File: config.mk
export PLATFORM = sky130hd
export DESIGN_NAME = sorf_cell
export DESIGN_NICKNAME = d
export VERILOG_FILES = /design/src/design/sorf_pkg.sv /design/src/design/sorf_cell.sv
export SDC_FILE = /design/constraint.sdc
export NUM_CORES = 2
export LEC_CHECK = 0
export ABC_AREA = 0
export BUFFER_PORTS_ARGS = -buffer_cell sky130_fd_sc_hd__buf_4
export CORE_UTILIZATION = 60
export DETAILED_ROUTE_END_ITERATION = 7
export PLACE_DENSITY = 0.92
export RECOVER_POWER = 100
export SLEW_MARGIN = 20
export SYNTH_ARGS = -nofsm -noshare
export SYNTH_HDL_FRONTEND = slang
export SYNTH_SLANG_ARGS = --single-unit
File: constraint.sdc
create_clock -name clk -period 19.3 [get_ports clk]
set_clock_uncertainty 0.05 [all_clocks]
set_input_delay 2.895 -clock clk [delete_from_list [all_inputs] [get_ports clk]]
set_output_delay 2.895 -clock clk [all_outputs]
set_load 0.1 [all_outputs]
File: src/design/sorf_pkg.sv
`default_nettype none
package sorf_pkg;

  localparam int TableDepth    = 16;
  localparam int MaxDetections = 16;

  localparam logic [15:0] MinIntervalReset = 16'd100;
  localparam logic [15:0] MatchDistReset   = 16'd6400;
  localparam logic [9:0]  RadiusTolReset   = 10'd48;
  localparam logic [7:0]  StillLimitReset  = 8'd30;
  localparam logic [19:0] MaxAgeReset      = 20'd10000;

  typedef enum logic [2:0] {
    CFG_MIN_INTERVAL = 3'd0,
    CFG_MATCH_DIST   = 3'd1,
    CFG_RADIUS_TOL   = 3'd2,
    CFG_STILL_LIMIT  = 3'd3,
    CFG_MAX_AGE      = 3'd4
  } cfg_index_t;

  typedef struct packed {
    logic [15:0] x;
    logic [15:0] y;
    logic [9:0]  r;
  } det_t;

  typedef struct packed {
    logic [15:0] x;
    logic [15:0] y;
    logic [9:0]  r;
    logic [31:0] first_seen;
    logic [7:0]  count;
    logic        moving;
    logic        valid;
  } entry_t;

  typedef struct packed {
    logic [15:0] match_dist_sq;
    logic [9:0]  radius_tol;
    logic [7:0]  still_frame_limit;
    logic [19:0] max_age_ms;
  } cfg_t;

  typedef struct packed {
    logic [31:0] t;
    logic        shift;
    logic        probe;
    logic        cleanup;
  } ctl_t;

  function automatic logic near(input det_t d, input entry_t e, input cfg_t c);
    logic [15:0] dx;
    logic [15:0] dy;
    logic [9:0]  dr;
    logic [31:0] sx;
    logic [31:0] sy;
    logic [32:0] s;
    dx = (d.x > e.x) ? d.x - e.x : e.x - d.x;
    dy = (d.y > e.y) ? d.y - e.y : e.y - d.y;
    dr = (d.r > e.r) ? d.r - e.r : e.r - d.r;
    sx = {16'd0, dx} * {16'd0, dx};
    sy = {16'd0, dy} * {16'd0, dy};
    s  = {1'b0, sx} + {1'b0, sy};
    return (s < {17'd0, c.match_dist_sq}) && (dr < c.radius_tol);
  endfunction

endpackage
`default_nettype wire

File: src/design/sorf_cell.sv
`default_nettype none
// One table slot. Probe: the detection travels down the row; the first
// matching cell claims it. Cleanup: dropped entries clear; on each compaction
// cycle the cells at and above the first hole take their upper neighbor.
module sorf_cell (
  input  wire logic             clk,
  input  wire logic             rst,
  input  wire sorf_pkg::cfg_t   cfg,
  input  wire sorf_pkg::ctl_t   ctl,
  input  wire sorf_pkg::det_t   det,
  input  wire logic             det_live_in,
  output      logic             det_live_out,
  input  wire logic             hole_in,
  output      logic             hole_out,
  input  wire sorf_pkg::entry_t up_entry,
  output      sorf_pkg::entry_t entry,
  output      logic             still_match,
  input  wire logic             insert_here
);
  import sorf_pkg::*;

  logic   close;
  logic   hit;
  logic   drop;
  logic   [31:0] age;

  assign close = near(det, entry, cfg);
  assign hit = det_live_in && entry.valid && close;
  assign det_live_out = det_live_in && !hit;
  assign hole_out = hole_in || !entry.valid;
  assign still_match = entry.valid && !entry.moving && close;
  assign age = ctl.t - entry.first_seen;
  assign drop = entry.valid &&
                (((entry.count > cfg.still_frame_limit) && !entry.moving) ||
                 ((ctl.t >= entry.first_seen) && (age > {12'd0, cfg.max_age_ms})));

  always_ff @(posedge clk) begin
    if (rst) begin
      entry.valid <= 1'b0;
    end else if (ctl.shift && hole_out) begin
      entry <= up_entry;
    end else if (ctl.cleanup && drop) begin
      entry.valid <= 1'b0;
    end else if (ctl.probe && hit) begin
      if (entry.count != 8'hFF) entry.count <= entry.count + 8'd1;
      entry.moving <= 1'b0;
    end else if (ctl.probe && insert_here) begin
      entry.x          <= det.x;
      entry.y          <= det.y;
      entry.r          <= det.r;
      entry.first_seen <= ctl.t;
      entry.count      <= 8'd1;
      entry.moving     <= 1'b1;
      entry.valid      <= 1'b1;
    end
  end
endmodule
`default_nettype wire

==> flow_metrics.env <==
export IMPL_cp_end_kind="output pin"
export IMPL_synthTopCellsByArea="fa_1, ha_1, inv_1"
export IMPL_vias=22900
export IMPL_drtAntennaViolNets=0
export IMPL_setup_viol=0
export IMPL_rsz0062_at_grt="false"
export IMPL_cp_data_arrival_time_ns=15.61
export IMPL_grt_pass1_wl_mm=117
export IMPL_synth_ff_type="edfxtp_1"
export IMPL_syn_avg_cell_area_sq_um=8.46
export IMPL_cts_resized=0
export IMPL_nets=4305
export IMPL_ys_async_sr_fraction_pct=0
export IMPL_reg2reg_depth=40
export IMPL_h_tree_depth=3
export IMPL_synth_top_cell_area_share_pct=30.2
export IMPL_wl_mm=72.0
export IMPL_grt_pass1_vias=24200
export IMPL_syn_area_sq_um=26000
export IMPL_antenna_found_initial=0
export IMPL_cts_tree="done"
export IMPL_syn_inst=3076
export IMPL_coreArea_sq_um=42300
export IMPL_grt_max_degree=75
export IMPL_grt_busiest_layer="met2"
export IMPL_yosysSeqAreaShare_pct=9.66
export IMPL_cp_start_kind="primary input"
export IMPL_largest_register="entry"
export IMPL_post_dp_hpwl_mm=61.2
export IMPL_wl_per_cell_um=18.4
export IMPL_cts_sinks=84
export IMPL_syn_num_nets=4048
export IMPL_worst_pin_slew_ns=2.92
export IMPL_crit_fanout=16
export IMPL_use_met2_pct=58.4
export IMPL_drc=0
export IMPL_top_regs="entry: 84 flops"
export IMPL_synth_edf_count=83
export IMPL_hold_path_depth=2
export IMPL_place_congestion=0.987
export IMPL_clkLatencyLatePin_ns=0.38
export IMPL_cts_hold_buf=0
export IMPL_yosysTopAreaCell="fa_1"
export IMPL_cts_buffers=9
export IMPL_clock_fmax_mhz=53.9
export IMPL_min_path_type="flop to flop"
export IMPL_crit_type="primary input to output pin"
export IMPL_cts_root_buf="clkbuf_16"
export IMPL_finalSetupTns_ns=0
export IMPL_grtUsageTotal_pct=33.4
export IMPL_synth_ff_latch_count=84
export IMPL_start_util_pct=61.5
export IMPL_rows=75
export IMPL_synth_distinct_cells=81
export IMPL_grt_use_met3_pct=5.30
export IMPL_die_x_um=210
export IMPL_violations="capacitance limit, slew limit"
export IMPL_via_per_inst=5.84
export IMPL_syn_to_final_growth_pct=11.2
export IMPL_drv_slew=241
export IMPL_hold_violations=0
export IMPL_critical_path_max_stage_delay_ns=0.63
export IMPL_cts_max_path_buffers=2
export IMPL_cts_setup_buffers=0
export IMPL_overflow=0
export IMPL_worst_path_max_delay_cell="xor2_1"
export IMPL_drive_above_1_share_pct=9.56
export IMPL_synth_warnings=0
export IMPL_fillers=3249
export IMPL_path_common_cell="fa_1"
export IMPL_fp_dieH_um=210
export IMPL_dr_pass1_iters=6
export IMPL_clk_pin_slew_ns=0.07
export IMPL_diodes=0
export IMPL_fin_crit_sh_pct=96.2
export IMPL_cap_viol_max_count=4
export IMPL_crit_required_ns=16.36
export IMPL_slew_headroom_pct=-94.4
export IMPL_io_buffers=306
export IMPL_ioPinCount=307
export IMPL_status="finished with violations"
export IMPL_met1_usage_pct=38.7
export IMPL_dieArea_sq_um=44200
export IMPL_drtIter0Drc=1586
export IMPL_min_period_ns=18.56
export IMPL_largest_reg_flops=84
-- final timing paths --
check	start	to	slack (ns)
worst max-delay path	det[23]	det_live_out	0.74
worst min-delay path	entry[9]$_DFFE_PP_	entry[9]$_DFFE_PP_	0.70
worst max register to register	entry[65]$_DFFE_PP_	entry[71]$_DFFE_PP_	4.28
worst min register to register	entry[9]$_DFFE_PP_	entry[9]$_DFFE_PP_	0.70
-- cell usage in the layout, fill, tap and decap left out, types with 36 or more instances in the layout --
master    Yosys  routed
buf_4         0     249
clkbuf_1     84      87
a21o_1       92      92
nor2_1      232     232
xor2_1       41      41
xnor2_1      54      53
edfxtp_1     83      83
o21ai_0     107     113
a21oi_1     148     148
inv_1       682     682
nand2_1     290     290
nand2b_1     36      36
nand3_1      41      41
fa_1        392     392
ha_1        360     360
-- cell type report --
class | instances | area, sq um | area share (%)
inverter | 692 | 2600 | 8.98
sequential | 84 | 2510 | 8.69
timing repair buffer | 338 | 2210 | 7.63
tap | 577 | 722 | 2.50
multi-input combinational | 2208 | 20600 | 71.1
clock inverter | 7 | 97.6 | 0.337
clock buffer | 9 | 225 | 0.779
-- cells by family after synthesis --
kind of cell,Yosys count,share of synthesized area [%]
AOI/OAI and AO/OA,538,13.3
buffers and inverters,784,11.3
and+or+nand+nor,801,14.1
muxes,22,0.885
adders and majority gates,752,47.5
DFF,84,9.66
xor gates and xnor gates,95,3.20
-- synthesized netlist by cell type (all sizes together), types with 7 or more instances --
cell     count
inv        688
fa         392
ha         360
nand2      290
nor2       233
a21oi      149
o21ai      124
a21o        92
clkbuf      84
edfxtp      83
xnor2       54
nand3       41
xor2        41
nand2b      36
nor3        32
nand4       31
nor2b       27
or2         25
or3         25
o21a        23
a211oi      19
o211ai      16
a31oi       15
nor4        15
mux2i       14
and3        12
o21bai      12
a21boi      10
and2        10
a211o        9
o31ai        9
buf          8
mux2         8
a2111oi      7
a31o         7
-- routing by layer --
metal | wire, um | part of all wire (%) | vias to the layer above
met2 | 35800 | 50 | 1140
met4 | 4600 | 6.4 | 0
met3 | 5830 | 8.1 | 313
met5 | 0 | 0 | -
li1 | - | - | 10400
met1 | 25800 | 36 | 11000
-- stage by stage --
stage               util (%)  setup WS (ns)  cell area (sq um)  hold slack (ns)  cells
floorplan                  -          0.194              26000             1.13   3076
global placement        68.4           1.36              28900            0.653   3899
detailed placement      68.4           1.12              28900            0.678   3899
CTS                     69.1           1.07              29300            0.701   3915
global route            68.3          0.168              28900            0.730   3915
finish                  68.3          0.742              28900            0.702   3915
-- worst max-delay path: cells and delay by family --
family,cells,cell delay [ns]
xor gates and xnor gates,2,0.78
adders and majority gates,11,5.10
AOI/OAI and AO/OA,10,2.49
and+or+nand+nor,12,3.20
buffers and inverters,7,1.13
Power is left out: the tool's default activity adds up to more than one toggle a clock period on the data nets, which glitch-free logic cannot reach.
